**config.mk**
```make
export PLATFORM = sky130hd
export DESIGN_NAME = multichannel_ema_deadband_normalizer_flat
export DESIGN_NICKNAME = d
export VERILOG_FILES = /design/src/emadb_pkg.sv /design/src/emadb_if.sv /design/src/emadb_ram.sv /design/src/emadb_div.sv /design/src/multichannel_ema_deadband_normalizer.sv /design/src/flat_wrapper.sv
export SDC_FILE = /design/constraint.sdc
export NUM_CORES = 2
export LEC_CHECK = 0
export ABC_AREA = 0
export BUFFER_PORTS_ARGS = -buffer_cell sky130_fd_sc_hd__buf_2
export CAP_MARGIN = 40
export CELL_PAD_IN_SITES_DETAIL_PLACEMENT = 1
export CELL_PAD_IN_SITES_GLOBAL_PLACEMENT = 2
export CORE_ASPECT_RATIO = 1.5
export CORE_MARGIN = 2
export CORE_UTILIZATION = 51
export DETAILED_ROUTE_END_ITERATION = 6
export PLACE_DENSITY_LB_ADDON = 0.1
export SLEW_MARGIN = 30
export SYNTH_ARGS = -nofsm -noshare
export SYNTH_HDL_FRONTEND = slang
export SYNTH_HIERARCHICAL = 1
export SYNTH_SLANG_ARGS = --single-unit
```
**constraint.sdc**
```tcl
create_clock -name clk -period 19.03 [get_ports clk]
set_clock_uncertainty 0.15 [all_clocks]
set_input_delay 1.903 -clock clk [delete_from_list [all_inputs] [get_ports clk]]
set_output_delay 1.903 -clock clk [all_outputs]
set_load 0.02 [all_outputs]
```
**src/emadb_pkg.sv**
```systemverilog
// Shared types, constants and codes of the multichannel EMA deadband normaliser.
// No dependencies; every other file of the block but emadb_ram imports this package.
`default_nettype none

package emadb_pkg;

  // Block dimensions
  localparam int CHANNELS    = 8;
  localparam int SAMPLE_BITS = 12;
  localparam int WEIGHT_BITS = 8;

  // Fixed field widths of the channels
  localparam int CMD_W      = 2;
  localparam int CHAN_W     = 3;
  localparam int VAL_W      = 12;
  localparam int SMOOTH_W   = 12;
  localparam int POS_W      = 16;
  localparam int CFG_IDX_W  = 2;
  localparam int CFG_DATA_W = 12;
  localparam int WREG_W     = 9;
  localparam int DB_W       = 12;

  // Derived widths
  localparam int CH_AW   = (CHANNELS > 1) ? $clog2(CHANNELS) : 1;
  localparam int AVG_W   = SAMPLE_BITS + WEIGHT_BITS;
  localparam int PROD_W  = AVG_W + WEIGHT_BITS + 3;
  localparam int NUM_W   = SAMPLE_BITS + POS_W;
  localparam int WX_W    = (WREG_W > WEIGHT_BITS + 1) ? WREG_W : WEIGHT_BITS + 1;
  localparam int DCMP_W  = (SAMPLE_BITS > DB_W) ? SAMPLE_BITS : DB_W;
  localparam int DIV_CNT_W = $clog2(POS_W + 1);

  // Arithmetic constants
  localparam logic [WX_W-1:0]          WEIGHT_ONE = WX_W'(2 ** WEIGHT_BITS);
  localparam logic signed [PROD_W-1:0] PROD_HALF  = PROD_W'(2 ** (WEIGHT_BITS - 1));
  localparam logic [AVG_W:0]           AVG_HALF   = (AVG_W + 1)'(2 ** (WEIGHT_BITS - 1));
  localparam logic [SAMPLE_BITS-1:0]   SAMPLE_MAX = '1;
  localparam logic [POS_W-1:0]         FULL_SCALE = '1;

  // Configuration register indexes and reset values
  localparam logic [CFG_IDX_W-1:0] REG_WEIGHT   = CFG_IDX_W'(0);
  localparam logic [CFG_IDX_W-1:0] REG_DEADBAND = CFG_IDX_W'(1);
  localparam logic [WREG_W-1:0]    WEIGHT_RESET   = WREG_W'(26);
  localparam logic [DB_W-1:0]      DEADBAND_RESET = DB_W'(8);

  // Item commands
  typedef enum logic [CMD_W-1:0] {
    CMD_SAMPLE   = 2'd0,
    CMD_SET_LOW  = 2'd1,
    CMD_SET_HIGH = 2'd2,
    CMD_SET_INV  = 2'd3
  } cmd_t;

  // Sequencer states
  typedef enum logic [3:0] {
    S_IDLE,
    S_READ,
    S_DISP,
    S_MUL,
    S_AVG,
    S_CMP,
    S_NORM,
    S_DIV,
    S_WRITE,
    S_OUT
  } state_t;

  // Per-channel state word held in the channel RAM
  typedef struct packed {
    logic [AVG_W-1:0]       avg;
    logic                   seeded;
    logic [SAMPLE_BITS-1:0] cur;
    logic [SAMPLE_BITS-1:0] rep;
    logic [POS_W-1:0]       scaled;
    logic [SAMPLE_BITS-1:0] cal_lo;
    logic [SAMPLE_BITS-1:0] cal_hi;
    logic                   inv;
  } ent_t;

  localparam int ENT_W = $bits(ent_t);

  localparam ent_t ENT_RESET = '{
    avg:    '0,
    seeded: 1'b0,
    cur:    '0,
    rep:    '0,
    scaled: '0,
    cal_lo: '0,
    cal_hi: SAMPLE_MAX,
    inv:    1'b0
  };

  // Divider request and response
  typedef struct packed {
    logic                   start;
    logic [NUM_W-1:0]       num;
    logic [SAMPLE_BITS-1:0] den;
  } div_req_t;

  typedef struct packed {
    logic             done;
    logic [POS_W-1:0] quo;
  } div_rsp_t;

endpackage

`default_nettype wire

```
**src/emadb_if.sv**
```systemverilog
// Valid/ready channel interfaces of the normaliser: input items, results, config writes.
// Depends on emadb_pkg for the field widths.
`default_nettype none

interface emadb_in_if import emadb_pkg::*; ();
  logic              valid;
  logic              ready;
  logic [CMD_W-1:0]  command;
  logic [CHAN_W-1:0] channel;
  logic [VAL_W-1:0]  value;

  modport source (output valid, command, channel, value, input ready);
  modport sink   (input valid, command, channel, value, output ready);
endinterface

interface emadb_out_if import emadb_pkg::*; ();
  logic                valid;
  logic                ready;
  logic [CHAN_W-1:0]   out_channel;
  logic [SMOOTH_W-1:0] smoothed;
  logic [POS_W-1:0]    normalized;
  logic                changed;

  modport source (output valid, out_channel, smoothed, normalized, changed, input ready);
  modport sink   (input valid, out_channel, smoothed, normalized, changed, output ready);
endinterface

interface emadb_cfg_if import emadb_pkg::*; ();
  logic                  valid;
  logic                  ready;
  logic [CFG_IDX_W-1:0]  index;
  logic [CFG_DATA_W-1:0] data;

  modport source (output valid, index, data, input ready);
  modport sink   (input valid, index, data, output ready);
endinterface

`default_nettype wire

```
**src/emadb_ram.sv**
```systemverilog
// Generic single-port synchronous RAM with registered read data.
// No dependencies.
`default_nettype none

module emadb_ram #(
  parameter  int WIDTH = 8,
  parameter  int DEPTH = 8,
  localparam int AW    = (DEPTH > 1) ? $clog2(DEPTH) : 1
) (
  input  logic             clk,
  input  logic             en,
  input  logic             we,
  input  logic [AW-1:0]    addr,
  input  logic [WIDTH-1:0] wdata,
  output logic [WIDTH-1:0] rdata
);

  logic [WIDTH-1:0] mem [DEPTH];

  always_ff @(posedge clk) begin
    if (en) begin
      if (we) begin
        mem[addr] <= wdata;
      end else begin
        rdata <= mem[addr];
      end
    end
  end

endmodule

`default_nettype wire

```
**src/emadb_div.sv**
```systemverilog
// Restoring divider, one quotient bit per cycle, for the calibrated position.
// Depends on emadb_pkg (div_req_t, div_rsp_t, widths).
`default_nettype none

module emadb_div import emadb_pkg::*; (
  input  logic     clk,
  input  logic     rst_n,
  input  div_req_t req,
  output div_rsp_t rsp
);

  logic [SAMPLE_BITS-1:0] rem_r;
  logic [SAMPLE_BITS-1:0] den_r;
  logic [POS_W-1:0]       low_r;
  logic [POS_W-1:0]       quo_r;
  logic [DIV_CNT_W-1:0]   cnt_r;
  logic                   done_r;

  // One trial subtraction; the quotient is known to fit in POS_W bits, so the
  // partial remainder starts from the numerator's upper bits
  logic [SAMPLE_BITS:0] sh;
  logic [SAMPLE_BITS:0] sub;
  logic                 fits;

  always_comb begin
    sh   = {rem_r, low_r[POS_W-1]};
    sub  = sh - {1'b0, den_r};
    fits = (sh >= {1'b0, den_r});
  end

  // Control
  always_ff @(posedge clk) begin
    if (!rst_n) begin
      cnt_r  <= '0;
      done_r <= 1'b0;
    end else begin
      done_r <= 1'b0;
      if (req.start) begin
        cnt_r <= DIV_CNT_W'(POS_W);
      end else if (cnt_r != '0) begin
        cnt_r  <= cnt_r - 1'b1;
        done_r <= (cnt_r == DIV_CNT_W'(1));
      end
    end
  end

  // Datapath
  always_ff @(posedge clk) begin
    if (req.start) begin
      rem_r <= req.num[NUM_W-1:POS_W];
      low_r <= req.num[POS_W-1:0];
      den_r <= req.den;
      quo_r <= '0;
    end else if (cnt_r != '0) begin
      rem_r <= fits ? sub[SAMPLE_BITS-1:0] : sh[SAMPLE_BITS-1:0];
      low_r <= {low_r[POS_W-2:0], 1'b0};
      quo_r <= {quo_r[POS_W-2:0], fits};
    end
  end

  assign rsp.done = done_r;
  assign rsp.quo  = quo_r;

endmodule

`default_nettype wire

```
**src/multichannel_ema_deadband_normalizer.sv**
```systemverilog
// Top level of the multichannel EMA deadband normaliser: sequencer, channel RAM, divider.
// Depends on emadb_pkg, emadb_if, emadb_ram and emadb_div.
//
// One item is processed at a time. Each item reads its channel's state word from a
// single-port RAM, updates it in a short sequence of steps and writes it back before
// the result is offered, so items on the same channel never overlap. After the RAM read
// and dispatch, a calibration bound write goes straight to write-back; a sample that
// stays within the deadband first passes the multiply, average and compare steps. A
// seeding sample or an invert write goes to the normalisation step, and a reporting
// sample does so after the compare; there the position is set directly when it clamps
// or the calibration is degenerate, and otherwise waits for the 16-step divider, which
// sets the worst case. The input is ready again in the cycle after the result is loaded.
// The result sits in an output register, so the next item is taken while a result
// waits; a second finished result holds the sequencer until the first is taken.
// No clearing pass is needed after reset: a valid bit per channel makes unwritten
// entries read as their reset state. Configuration writes are always accepted.
`default_nettype none

module multichannel_ema_deadband_normalizer import emadb_pkg::*; (
  input  logic         clk,
  input  logic         rst_n,
  emadb_in_if.sink     in_ch,
  emadb_out_if.source  out_ch,
  emadb_cfg_if.sink    cfg_ch
);

  state_t                 state_r, state_nxt;
  cmd_t                   cmd_r;
  logic [CHAN_W-1:0]      chan_r;
  logic [SAMPLE_BITS-1:0] val_r;
  logic [SAMPLE_BITS-1:0] norm_v_r;
  ent_t                   ent_r;
  logic                   chg_r;
  logic signed [PROD_W-1:0] prod_r;
  logic [WREG_W-1:0]      wt_r;
  logic [DB_W-1:0]        db_r;
  logic [CHANNELS-1:0]    vld_r;

  logic                   out_valid_r;
  logic [CHAN_W-1:0]      out_chan_r;
  logic [SMOOTH_W-1:0]    out_smooth_r;
  logic [POS_W-1:0]       out_pos_r;
  logic                   out_chg_r;

  logic                   in_acc;
  logic                   ram_en, ram_we;
  logic [CH_AW-1:0]       ram_addr;
  logic [ENT_W-1:0]       ram_rdata;
  logic                   out_load;
  logic                   in_range;
  div_req_t               div_req;
  div_rsp_t               div_rsp;

  // Configuration registers
  assign cfg_ch.ready = 1'b1;

  always_ff @(posedge clk) begin
    if (!rst_n) begin
      wt_r <= WEIGHT_RESET;
      db_r <= DEADBAND_RESET;
    end else if (cfg_ch.valid) begin
      if (cfg_ch.index == REG_WEIGHT) begin
        wt_r <= cfg_ch.data[WREG_W-1:0];
      end else if (cfg_ch.index == REG_DEADBAND) begin
        db_r <= cfg_ch.data[DB_W-1:0];
      end
    end
  end

  // Smoothing arithmetic
  logic [WX_W-1:0]            wt_ext;
  logic [WEIGHT_BITS:0]       w_eff;
  logic signed [AVG_W:0]      delta;
  logic signed [PROD_W-1:0]   prod_nxt;
  logic signed [PROD_W-1:0]   prod_rnd;
  logic signed [PROD_W-1:0]   step;
  logic [AVG_W+1:0]           avg_sum;
  logic [AVG_W-1:0]           avg_new;
  logic [AVG_W:0]             cur_sum;
  logic [SAMPLE_BITS:0]       cur_wide;
  logic [SAMPLE_BITS-1:0]     cur_new;
  logic [SAMPLE_BITS-1:0]     diff;
  logic                       report;

  always_comb begin
    // weight above one acts as one
    wt_ext   = WX_W'(wt_r);
    w_eff    = (WEIGHT_BITS + 1)'((wt_ext > WEIGHT_ONE) ? WEIGHT_ONE : wt_ext);
    // avg' = avg + round(w * (raw*F - avg) / F)
    delta    = $signed({1'b0, val_r, {WEIGHT_BITS{1'b0}}}) - $signed({1'b0, ent_r.avg});
    prod_nxt = $signed({1'b0, w_eff}) * $signed(PROD_W'(delta));
    prod_rnd = prod_r + PROD_HALF;
    step     = prod_rnd >>> WEIGHT_BITS;
    avg_sum  = {2'b00, ent_r.avg} + step[AVG_W+1:0];
    avg_new  = avg_sum[AVG_W-1:0];
    // rounded and saturated value
    cur_sum  = {1'b0, ent_r.avg} + AVG_HALF;
    cur_wide = cur_sum[AVG_W:WEIGHT_BITS];
    cur_new  = cur_wide[SAMPLE_BITS] ? SAMPLE_MAX : cur_wide[SAMPLE_BITS-1:0];
    diff     = (cur_new >= ent_r.rep) ? cur_new - ent_r.rep : ent_r.rep - cur_new;
    report   = (DCMP_W'(diff) >= DCMP_W'(db_r));
  end

  // Normalisation set-up
  logic                   degen, below, above, trivial;
  logic [SAMPLE_BITS-1:0] span, offs;
  logic [NUM_W-1:0]       num;
  logic [POS_W-1:0]       triv_pos;

  always_comb begin
    degen = (ent_r.cal_hi <= ent_r.cal_lo);
    below = (norm_v_r <= ent_r.cal_lo);
    above = (norm_v_r >= ent_r.cal_hi);
    trivial = degen || below || above;
    span  = ent_r.cal_hi - ent_r.cal_lo;
    offs  = norm_v_r - ent_r.cal_lo;
    // offs * 65535 + span / 2
    num   = {offs, {POS_W{1'b0}}} - NUM_W'(offs) + NUM_W'(span >> 1);
    if (degen) begin
      triv_pos = '0;
    end else if (below) begin
      triv_pos = ent_r.inv ? FULL_SCALE : '0;
    end else begin
      triv_pos = ent_r.inv ? '0 : FULL_SCALE;
    end
  end

  assign in_range = (int'(chan_r) < CHANNELS);

  // Sequencer state register
  always_ff @(posedge clk) begin
    if (!rst_n) begin
      state_r <= S_IDLE;
    end else begin
      state_r <= state_nxt;
    end
  end

  // Sequencer next state and strobes
  always_comb begin
    state_nxt     = state_r;
    in_ch.ready   = 1'b0;
    ram_en        = 1'b0;
    ram_we        = 1'b0;
    ram_addr      = CH_AW'(chan_r);
    div_req.start = 1'b0;
    div_req.num   = num;
    div_req.den   = span;
    out_load      = 1'b0;
    unique case (state_r)
      S_IDLE: begin
        in_ch.ready = 1'b1;
        ram_addr    = CH_AW'(in_ch.channel);
        if (in_ch.valid) begin
          ram_en    = 1'b1;
          state_nxt = S_READ;
        end
      end
      S_READ: state_nxt = S_DISP;
      S_DISP: begin
        if (!in_range) begin
          state_nxt = S_OUT;
        end else begin
          unique case (cmd_r)
            CMD_SAMPLE:   state_nxt = ent_r.seeded ? S_MUL : S_NORM;
            CMD_SET_LOW:  state_nxt = S_WRITE;
            CMD_SET_HIGH: state_nxt = S_WRITE;
            CMD_SET_INV:  state_nxt = S_NORM;
            default:      state_nxt = S_WRITE;
          endcase
        end
      end
      S_MUL: state_nxt = S_AVG;
      S_AVG: state_nxt = S_CMP;
      S_CMP: state_nxt = report ? S_NORM : S_WRITE;
      S_NORM: begin
        if (trivial) begin
          state_nxt = S_WRITE;
        end else begin
          div_req.start = 1'b1;
          state_nxt     = S_DIV;
        end
      end
      S_DIV: begin
        if (div_rsp.done) begin
          state_nxt = S_WRITE;
        end
      end
      S_WRITE: begin
        ram_en    = 1'b1;
        ram_we    = 1'b1;
        state_nxt = S_OUT;
      end
      S_OUT: begin
        if (!out_valid_r || out_ch.ready) begin
          out_load  = 1'b1;
          state_nxt = S_IDLE;
        end
      end
      default: state_nxt = S_IDLE;
    endcase
  end

  assign in_acc = in_ch.valid && in_ch.ready;

  // Working copy of the channel entry
  always_ff @(posedge clk) begin
    unique case (state_r)
      S_IDLE: begin
        if (in_acc) begin
          cmd_r  <= cmd_t'(in_ch.command);
          chan_r <= in_ch.channel;
          val_r  <= SAMPLE_BITS'(in_ch.value);
        end
      end
      S_READ: begin
        // an entry never written reads as its reset state
        ent_r <= vld_r[ram_addr] ? ent_t'(ram_rdata) : ENT_RESET;
        chg_r <= 1'b0;
      end
      S_DISP: begin
        unique case (cmd_r)
          CMD_SAMPLE: begin
            if (!ent_r.seeded) begin
              ent_r.seeded <= 1'b1;
              ent_r.avg    <= {val_r, {WEIGHT_BITS{1'b0}}};
              ent_r.cur    <= val_r;
              ent_r.rep    <= val_r;
              norm_v_r     <= val_r;
              chg_r        <= 1'b1;
            end
          end
          CMD_SET_LOW:  ent_r.cal_lo <= val_r;
          CMD_SET_HIGH: ent_r.cal_hi <= val_r;
          CMD_SET_INV: begin
            ent_r.inv <= val_r[0];
            norm_v_r  <= ent_r.cur;
          end
          default: ;
        endcase
      end
      S_MUL: prod_r <= prod_nxt;
      S_AVG: ent_r.avg <= avg_new;
      S_CMP: begin
        ent_r.cur <= cur_new;
        if (report) begin
          ent_r.rep <= cur_new;
          norm_v_r  <= cur_new;
          chg_r     <= 1'b1;
        end
      end
      S_NORM: begin
        if (trivial) begin
          ent_r.scaled <= triv_pos;
        end
      end
      S_DIV: begin
        if (div_rsp.done) begin
          ent_r.scaled <= ent_r.inv ? ~div_rsp.quo : div_rsp.quo;
        end
      end
      default: ;
    endcase
  end

  // Entry valid bits
  always_ff @(posedge clk) begin
    if (!rst_n) begin
      vld_r <= '0;
    end else if (ram_we) begin
      vld_r[ram_addr] <= 1'b1;
    end
  end

  // Output register
  always_ff @(posedge clk) begin
    if (!rst_n) begin
      out_valid_r <= 1'b0;
    end else if (out_load) begin
      out_valid_r <= 1'b1;
    end else if (out_ch.ready) begin
      out_valid_r <= 1'b0;
    end
  end

  always_ff @(posedge clk) begin
    if (out_load) begin
      out_chan_r   <= chan_r;
      out_smooth_r <= in_range ? SMOOTH_W'(ent_r.cur) : '0;
      out_pos_r    <= in_range ? ent_r.scaled : '0;
      out_chg_r    <= in_range && chg_r;
    end
  end

  assign out_ch.valid       = out_valid_r;
  assign out_ch.out_channel = out_chan_r;
  assign out_ch.smoothed    = out_smooth_r;
  assign out_ch.normalized  = out_pos_r;
  assign out_ch.changed     = out_chg_r;

  // Channel state memory
  emadb_ram #(
    .WIDTH (ENT_W),
    .DEPTH (CHANNELS)
  ) u_ram (
    .clk   (clk),
    .en    (ram_en),
    .we    (ram_we),
    .addr  (ram_addr),
    .wdata (ent_r),
    .rdata (ram_rdata)
  );

  // Position divider
  emadb_div u_div (
    .clk   (clk),
    .rst_n (rst_n),
    .req   (div_req),
    .rsp   (div_rsp)
  );

  // An accepted item always starts with the RAM read
  a_accept_reads: assert property (@(posedge clk) disable iff (!rst_n)
    in_acc |=> (state_r == S_READ))
    else $error("accepted item did not move to the RAM read");

  // A loaded result is offered in the next cycle
  a_load_offers: assert property (@(posedge clk) disable iff (!rst_n)
    out_load |=> (out_ch.valid && (state_r == S_IDLE)))
    else $error("loaded result not offered");

  // Divider completion leads straight to write-back
  a_div_writes: assert property (@(posedge clk) disable iff (!rst_n)
    ((state_r == S_DIV) && div_rsp.done) |=> (state_r == S_WRITE))
    else $error("divider result not written back");

  // Only a sample can flag a change
  a_chg_sample: assert property (@(posedge clk) disable iff (!rst_n)
    (out_load && (cmd_r != CMD_SAMPLE)) |-> !chg_r)
    else $error("change flagged for a command item");

  // A written entry is marked valid
  a_write_valid: assert property (@(posedge clk) disable iff (!rst_n)
    ram_we |=> vld_r[$past(ram_addr)])
    else $error("written entry not marked valid");

endmodule

`default_nettype wire

```
**src/flat_wrapper.sv**
```systemverilog
// flat-port wrapper written by rule: the top's interface ports become plain ports
module multichannel_ema_deadband_normalizer_flat import emadb_pkg::*;
  (clk, rst_n, in_ch_valid, in_ch_command, in_ch_channel, in_ch_value, in_ch_ready, out_ch_valid, out_ch_out_channel, out_ch_smoothed, out_ch_normalized, out_ch_changed, out_ch_ready, cfg_ch_valid, cfg_ch_index, cfg_ch_data, cfg_ch_ready);
  emadb_in_if in_ch_i ();
  emadb_out_if out_ch_i ();
  emadb_cfg_if cfg_ch_i ();
  input  logic clk;
  input  logic rst_n;
  input wire logic [$bits(in_ch_i.valid)-1:0] in_ch_valid;
  input wire logic [$bits(in_ch_i.command)-1:0] in_ch_command;
  input wire logic [$bits(in_ch_i.channel)-1:0] in_ch_channel;
  input wire logic [$bits(in_ch_i.value)-1:0] in_ch_value;
  output wire logic [$bits(in_ch_i.ready)-1:0] in_ch_ready;
  output wire logic [$bits(out_ch_i.valid)-1:0] out_ch_valid;
  output wire logic [$bits(out_ch_i.out_channel)-1:0] out_ch_out_channel;
  output wire logic [$bits(out_ch_i.smoothed)-1:0] out_ch_smoothed;
  output wire logic [$bits(out_ch_i.normalized)-1:0] out_ch_normalized;
  output wire logic [$bits(out_ch_i.changed)-1:0] out_ch_changed;
  input wire logic [$bits(out_ch_i.ready)-1:0] out_ch_ready;
  input wire logic [$bits(cfg_ch_i.valid)-1:0] cfg_ch_valid;
  input wire logic [$bits(cfg_ch_i.index)-1:0] cfg_ch_index;
  input wire logic [$bits(cfg_ch_i.data)-1:0] cfg_ch_data;
  output wire logic [$bits(cfg_ch_i.ready)-1:0] cfg_ch_ready;
  assign in_ch_i.valid = in_ch_valid;
  assign in_ch_i.command = in_ch_command;
  assign in_ch_i.channel = in_ch_channel;
  assign in_ch_i.value = in_ch_value;
  assign in_ch_ready = in_ch_i.ready;
  assign out_ch_valid = out_ch_i.valid;
  assign out_ch_out_channel = out_ch_i.out_channel;
  assign out_ch_smoothed = out_ch_i.smoothed;
  assign out_ch_normalized = out_ch_i.normalized;
  assign out_ch_changed = out_ch_i.changed;
  assign out_ch_i.ready = out_ch_ready;
  assign cfg_ch_i.valid = cfg_ch_valid;
  assign cfg_ch_i.index = cfg_ch_index;
  assign cfg_ch_i.data = cfg_ch_data;
  assign cfg_ch_ready = cfg_ch_i.ready;
  multichannel_ema_deadband_normalizer u_core (.clk(clk), .rst_n(rst_n), .in_ch(in_ch_i), .out_ch(out_ch_i), .cfg_ch(cfg_ch_i));
endmodule
```
Word-level counts from Yosys, hierarchy flattened

Memories as Yosys holds them, arrays and structs flattened. A register that Yosys moved wholly into a read port is not among the register bits.
Index checks and enable logic that the tools add are counted.

$add $sub $neg: 12
$mul: 1
$lt $le $gt $ge: 9
Equality and inequality tests: 26
Muxes and demuxes: 62
Bitwise gates (word level): 6
Reduce and logical (&&, ||, !) cells: 34

Operator list:

| cell                    | count |
|---|---|
| $mux W16                | 9 |
| $mux W12                | 9 |
| $mux W45                | 2 |
| $mux W86                | 1 |
| $pmux W24 S3            | 1 |
| $pmux W20 S3            | 1 |
| $sub A12 B12 Y12        | 5 |
| $pmux W25 S2            | 1 |
| $pmux W12 S2            | 2 |
| $pmux W16 S3            | 1 |
| $pmux W4 S10            | 1 |
| $ge A12 B12 Y1          | 3 |
| $add A28 B11 Y28        | 1 |
| $add A28 B9 Y28 const B | 1 |
| $mul A10 B21 Y28        | 1 |
| $sub A28 B12 Y28        | 1 |
| $le A12 B12 Y1          | 2 |
| $add A20 B8 Y21 const B | 1 |
| $sub A20 B20 Y21        | 1 |
| $add A20 B20 Y20        | 1 |
| $mux W4                 | 5 |
| $mux W1                 | 18 |
| $eq A4 B3 Y1 const B    | 4 |
| $not A16 Y16            | 1 |
| 37 further kinds        | 77 |

Register bits: 272
Memory bits (writable): 688
Input port bits: 36
Output and inout bits: 35
Memories: 1

Memories:

| name             | depth | width | rd ports | clocked after Yosys merged registers in | wr ports | line            | RTL |
|---|---|---|---|---|---|---|---|
| u_core.u_ram.mem | 8     | 86    | 1        | 1                                       | 1        | emadb_ram.sv:18 | `logic [WIDTH-1:0] mem [DEPTH];` |

Longest topological paths before layout

Depth in word-level cells: 7
Mapped depth: 28

Modules after synthesis

Netlist, hierarchy kept.

Modules (own cells, without submodules):

| module                               | times used | cells each | area an instance (µm²) |
|---|---|---|---|
| emadb_ram                            | 1          | 1103       | 28501.1 |
| multichannel_ema_deadband_normalizer | 1          | 2130       | 19824.0 |
| emadb_div                            | 1          | 294        | 3294.4 |

Least setup slack after synthesis

Ideal clock, no wire load.

Path type: input -> register
Start point: input port in_ch_channel[2]
End point: memory u_core/u_ram/mem[0][0] in the netlist's numbering (enable)
Library setup time: 0.636 ns
Arrival: 8.869 ns
Path slack: 9.375 ns
Stages on the path: 7
Buffers on the path: 2
Path through: mux2i_2 clkinv_4 clkbuf_1 buf_1 inv_1 nand3_1 nor3_1

Word-level cells in the longest chain between the ends: 1

RTL lines:

| what                   | line                                        | RTL |
|---|---|---|
| from (decl)            | flat_wrapper.sv:11                          | `input wire logic [$bits(in_ch_i.channel)-1:0] in_ch_channel;` |
| $mux W3                | multichannel_ema_deadband_normalizer.sv:150 | `unique case (state_r)` |
| net u_core.ram_addr[2] | multichannel_ema_deadband_normalizer.sv:47  | `logic [CH_AW-1:0] ram_addr;` |
| to (decl)              | emadb_ram.sv:18                             |  |

The timed path passes the listed nets, and every way through them passes these cells.

Worst setup path in the final report

Start point: register u_core/ent_r[66] in the netlist's numbering
End point: register u_core.prod_r[27], data pin

Word-level cells in the longest chain between the ends: 2

RTL lines:

| what                    | line                                        | RTL |
|---|---|---|
| from (decl)             | multichannel_ema_deadband_normalizer.sv:32  | `ent_t ent_r;` |
| from (signal assigned)  | multichannel_ema_deadband_normalizer.sv:218 | `ent_r <= vld_r[ram_addr] ? ent_t'(ram_rdata) : ENT_RESET;` |
| $sub A20 B20 Y21        | multichannel_ema_deadband_normalizer.sv:90  | `delta = $signed({1'b0, val_r, {WEIGHT_BITS{1'b0}}}) - $signed({1'b0, ent_r.avg});` |
| $mul A10 B21 Y28        | multichannel_ema_deadband_normalizer.sv:91  | `prod_nxt = $signed({1'b0, w_eff}) * $signed(PROD_W'(delta));` |
| net u_core.prod_nxt[27] | multichannel_ema_deadband_normalizer.sv:74  | `logic signed [PROD_W-1:0] prod_nxt;` |
| to (signal assigned)    | multichannel_ema_deadband_normalizer.sv:242 | `S_MUL: prod_r <= prod_nxt;` |
| to (decl)               | multichannel_ema_deadband_normalizer.sv:34  | `logic signed [PROD_W-1:0] prod_r;` |

The timed path passes the listed nets, and every way through them passes these cells.
A chain may end at the register's enable or synchronous reset.

==> impl_metrics.tcl <==
set metrics [dict create \
    status "complete, no violations" \
    cts_sinks 1039 \
    drv_slew 0 \
    die_w_um 263.8 \
    layout_commonest_cell "edfxtp_1" \
    post-cts-setup-buffers 0 \
    fin_setup_tns_ps 0 \
    async_reset_ff_share_pct 0 \
    crit_required_ps 19340 \
    tightest_slew_ps 906.0 \
    fin_nets 4040 \
    end_kind "flop" \
    rsz0062_at_grt "false" \
    gp_congestion 0.8686 \
    grt_max_degree 77 \
    dr.pass1.iters 5 \
    dp_hpwl_um 95560 \
    cts_buffer_depth 3 \
    clk_pin_slew_ps 60 \
    viasPerCell 5.980 \
    cts.repair.resized 0 \
    port_buffers 69 \
    route.detailed.drc 0 \
    finalHoldViolations 0 \
    grt_use_total_pct 27.67 \
    initial_utilization_pct 51.51 \
    max_freq_ghz 0.1157 \
    worstSetupStartpointType "flop" \
    grt_pass1_wl_um 213100 \
    antenna_found_initial 3 \
    io_pins 71 \
    netlist_area_um2 51620 \
    period_needed_ps 8647 \
    maxSlewHeadroom_pct 39.60 \
    worstPathArrival_ps 8960 \
    drtIter0Drc 2296 \
    ys.flop_type "edfxtp_1" \
    area_growth_pct 11.09 \
    holdPathStages 2 \
    clk_latency_ps 730 \
    fp.dieH_um 393.6 \
    syn_avg_cell_area_um2 14.64 \
    synth-seq-cells 1039 \
    final_layout_size_suffix_gt1_share_pct 17.58 \
    layout_common_cells "edfxtp_1 (983), nand2_1 (327), inv_1 (300)" \
    fillers 9513 \
    cts-htree-levels 3 \
    postCtsHoldBufs 0 \
    syn_nets 3907 \
    vias 30140 \
    regArea_um2 30640 \
    crit_path_max_incr_delay_ps 780 \
    cts_tree "done" \
    die_area_um2 103800 \
    grt_pass1_vias 33500 \
    critical_path_class "reg -> reg" \
    wl_um 140700 \
    num_rows 142 \
    critical-path-slowest-cell "a2111oi_1" \
    root_buffer "clkbuf_16" \
    ant_nets 0 \
    setup_violations 0 \
    synthTopCellsByArea "edfxtp_1 (57%), mux4_2 (7.2%), fa_1 (5.9%)" \
    synth_top_area_share_pct 57.18 \
    ys_warn_count 6 \
    synth_edf_count 983 \
    multi_input_area_um2 19320 \
    routed_wire_length_per_instance_um 27.93 \
    yosysTopAreaCell "edfxtp_1" \
    synthCells 3527 \
    grt_overflow 0 \
    crit_top_cell "fa_1" \
    reg2regPathDepth 26 \
    path_depth 26 \
    cp_num_buf_inv 4 \
    min_period_over_period_pct 45.44 \
    numCtsBuffers 99 \
    crit_path_max_fanout 17 \
    hp-class "reg -> reg" \
    core_um2 100200 \
    crit_family "adder cells" \
    max_cap_viol_count 0 \
    rrSetupSlack_ps 10380 \
    ys_seq_area_share_pct 59.36 \
    ys_types 99 \
]
-- metrics by stage --
step           instance area (um2)  instances  utilization [%]  setup WS [ps]  hold WS, ps
2_1_floorplan                51620       3527                -           9375        250.3
3_3_place_gp                 53510       4832            53.40          10520        289.8
3_5_place_dp                 53770       4848            53.66          10330        298.9
4_1_cts                      57230       5032            57.11          10310        323.5
5_1_grt                      57340       5039            57.22           9896        344.6
6_report                     57340       5040            57.23          10380        315.5
-- sequential cells by signal, indices dropped and copies added (netlist names) --
name	count
u_core/chan_r	3
u_core/chg_r	1
u_core/cmd_r	2
u_core/db_r	12
u_core/ent_r	86
u_core/norm_v_r	12
u_core/out_ch.changed	1
u_core/out_ch.normalized	16
u_core/out_ch.out_channel	3
u_core/out_ch.smoothed	12
u_core/out_ch.valid	1
u_core/prod_r	21
u_core/state_r	4
u_core/u_div/cnt_r	5
u_core/u_div/den_r	12
u_core/u_div/done_r	1
u_core/u_div/low_r	16
u_core/u_div/quo_r	16
u_core/u_div/rem_r	12
u_core/u_ram/mem	688
u_core/u_ram/rdata	86
u_core/val_r	12
u_core/vld_r	8
u_core/wt_ext	9
-- area by class of cell --
type / count / area share [%]
Antenna cell: 1 / 0.004364
Clock buffer: 113 / 4.466
Clock inverter: 71 / 1.571
Inverter: 303 / 2.010
Multi-Input combinational cell: 2066 / 33.69
Sequential cell: 1039 / 53.43
Tap cell: 1296 / 2.828
Timing Repair Buffer: 151 / 1.999
-- logic make-up after synthesis --
group / share of synthesized area [%]
flip-flops: 59.36
AND/OR/NAND/NOR: 7.354
AO/OA/AOI/OAI: 5.946
buffers and inverters: 3.427
adder cells (fa/ha/maj): 10.53
multiplexers: 10.39
XOR/XNOR: 2.986
other: 0.007265
-- per-layer routing --
layer	track usage (%)	up-vias	routed length, um
li1	-	13240	-
met1	33.04	15800	52790
met2	50.55	845	75490
met3	3.117	252	6419
met4	11.68	4	6011
met5	0	-	28
-- worst reg2reg max path, cell delays in order, from the launching register on --
cell and delay [ps]:
edfxtp_1 760, inv_1 240, ha_1 340, nand4_1 170, a211oi_1 120, a2111oi_1 780
o31ai_2 220, a21o_1 220, a21oi_1 630, nand2_1 270, fa_1 540, inv_1 60
fa_1 480, fa_1 520, fa_1 510, inv_1 60, fa_1 500, inv_1 50
ha_1 340, a21o_1 190, a21o_1 180, a21oi_1 130, o21bai_1 70, a221o_1 380
a21oi_1 230, xnor2_1 170, xnor2_1 100
-- cell usage after synthesis (8+ instances only) --
cell type  instances
nand2b_1          30
ha_1             193
mux2_2           103
dfxtp_1           56
o21a_1            22
o21ai_2           11
buf_6             18
nand3_1           59
nor2_1           155
o21ai_0           74
xor2_1            82
fa_1             151
buf_2             18
a21oi_1          108
a31oi_1           14
edfxtp_1         983
a21o_1            63
xnor2_1           94
inv_1            302
mux2i_1           33
and2_1            32
and3_1            19
clkbuf_1          65
buf_1             12
o21ai_1            8
nand2_2           10
a21boi_0          18
mux4_2           165
o211ai_1          19
nor3_1            44
nand2_1          327
nand4_1           21
nor2b_1           51
-- worst paths after layout --
path | startpoint | endpoint
max | u_core/ent_r[66]$_DFFE_PP_ | u_core/prod_r[27]$_DFFE_PP_
min reg2reg | u_core/db_r[4]$_SDFFE_PN0P_ | u_core/db_r[4]$_SDFFE_PN0P_
min | u_core/db_r[4]$_SDFFE_PN0P_ | u_core/db_r[4]$_SDFFE_PN0P_
max reg2reg | u_core/ent_r[66]$_DFFE_PP_ | u_core/prod_r[27]$_DFFE_PP_
Power is left out: the tool's default activity adds up to more than one toggle a clock period on the data nets, which glitch-free logic cannot reach.
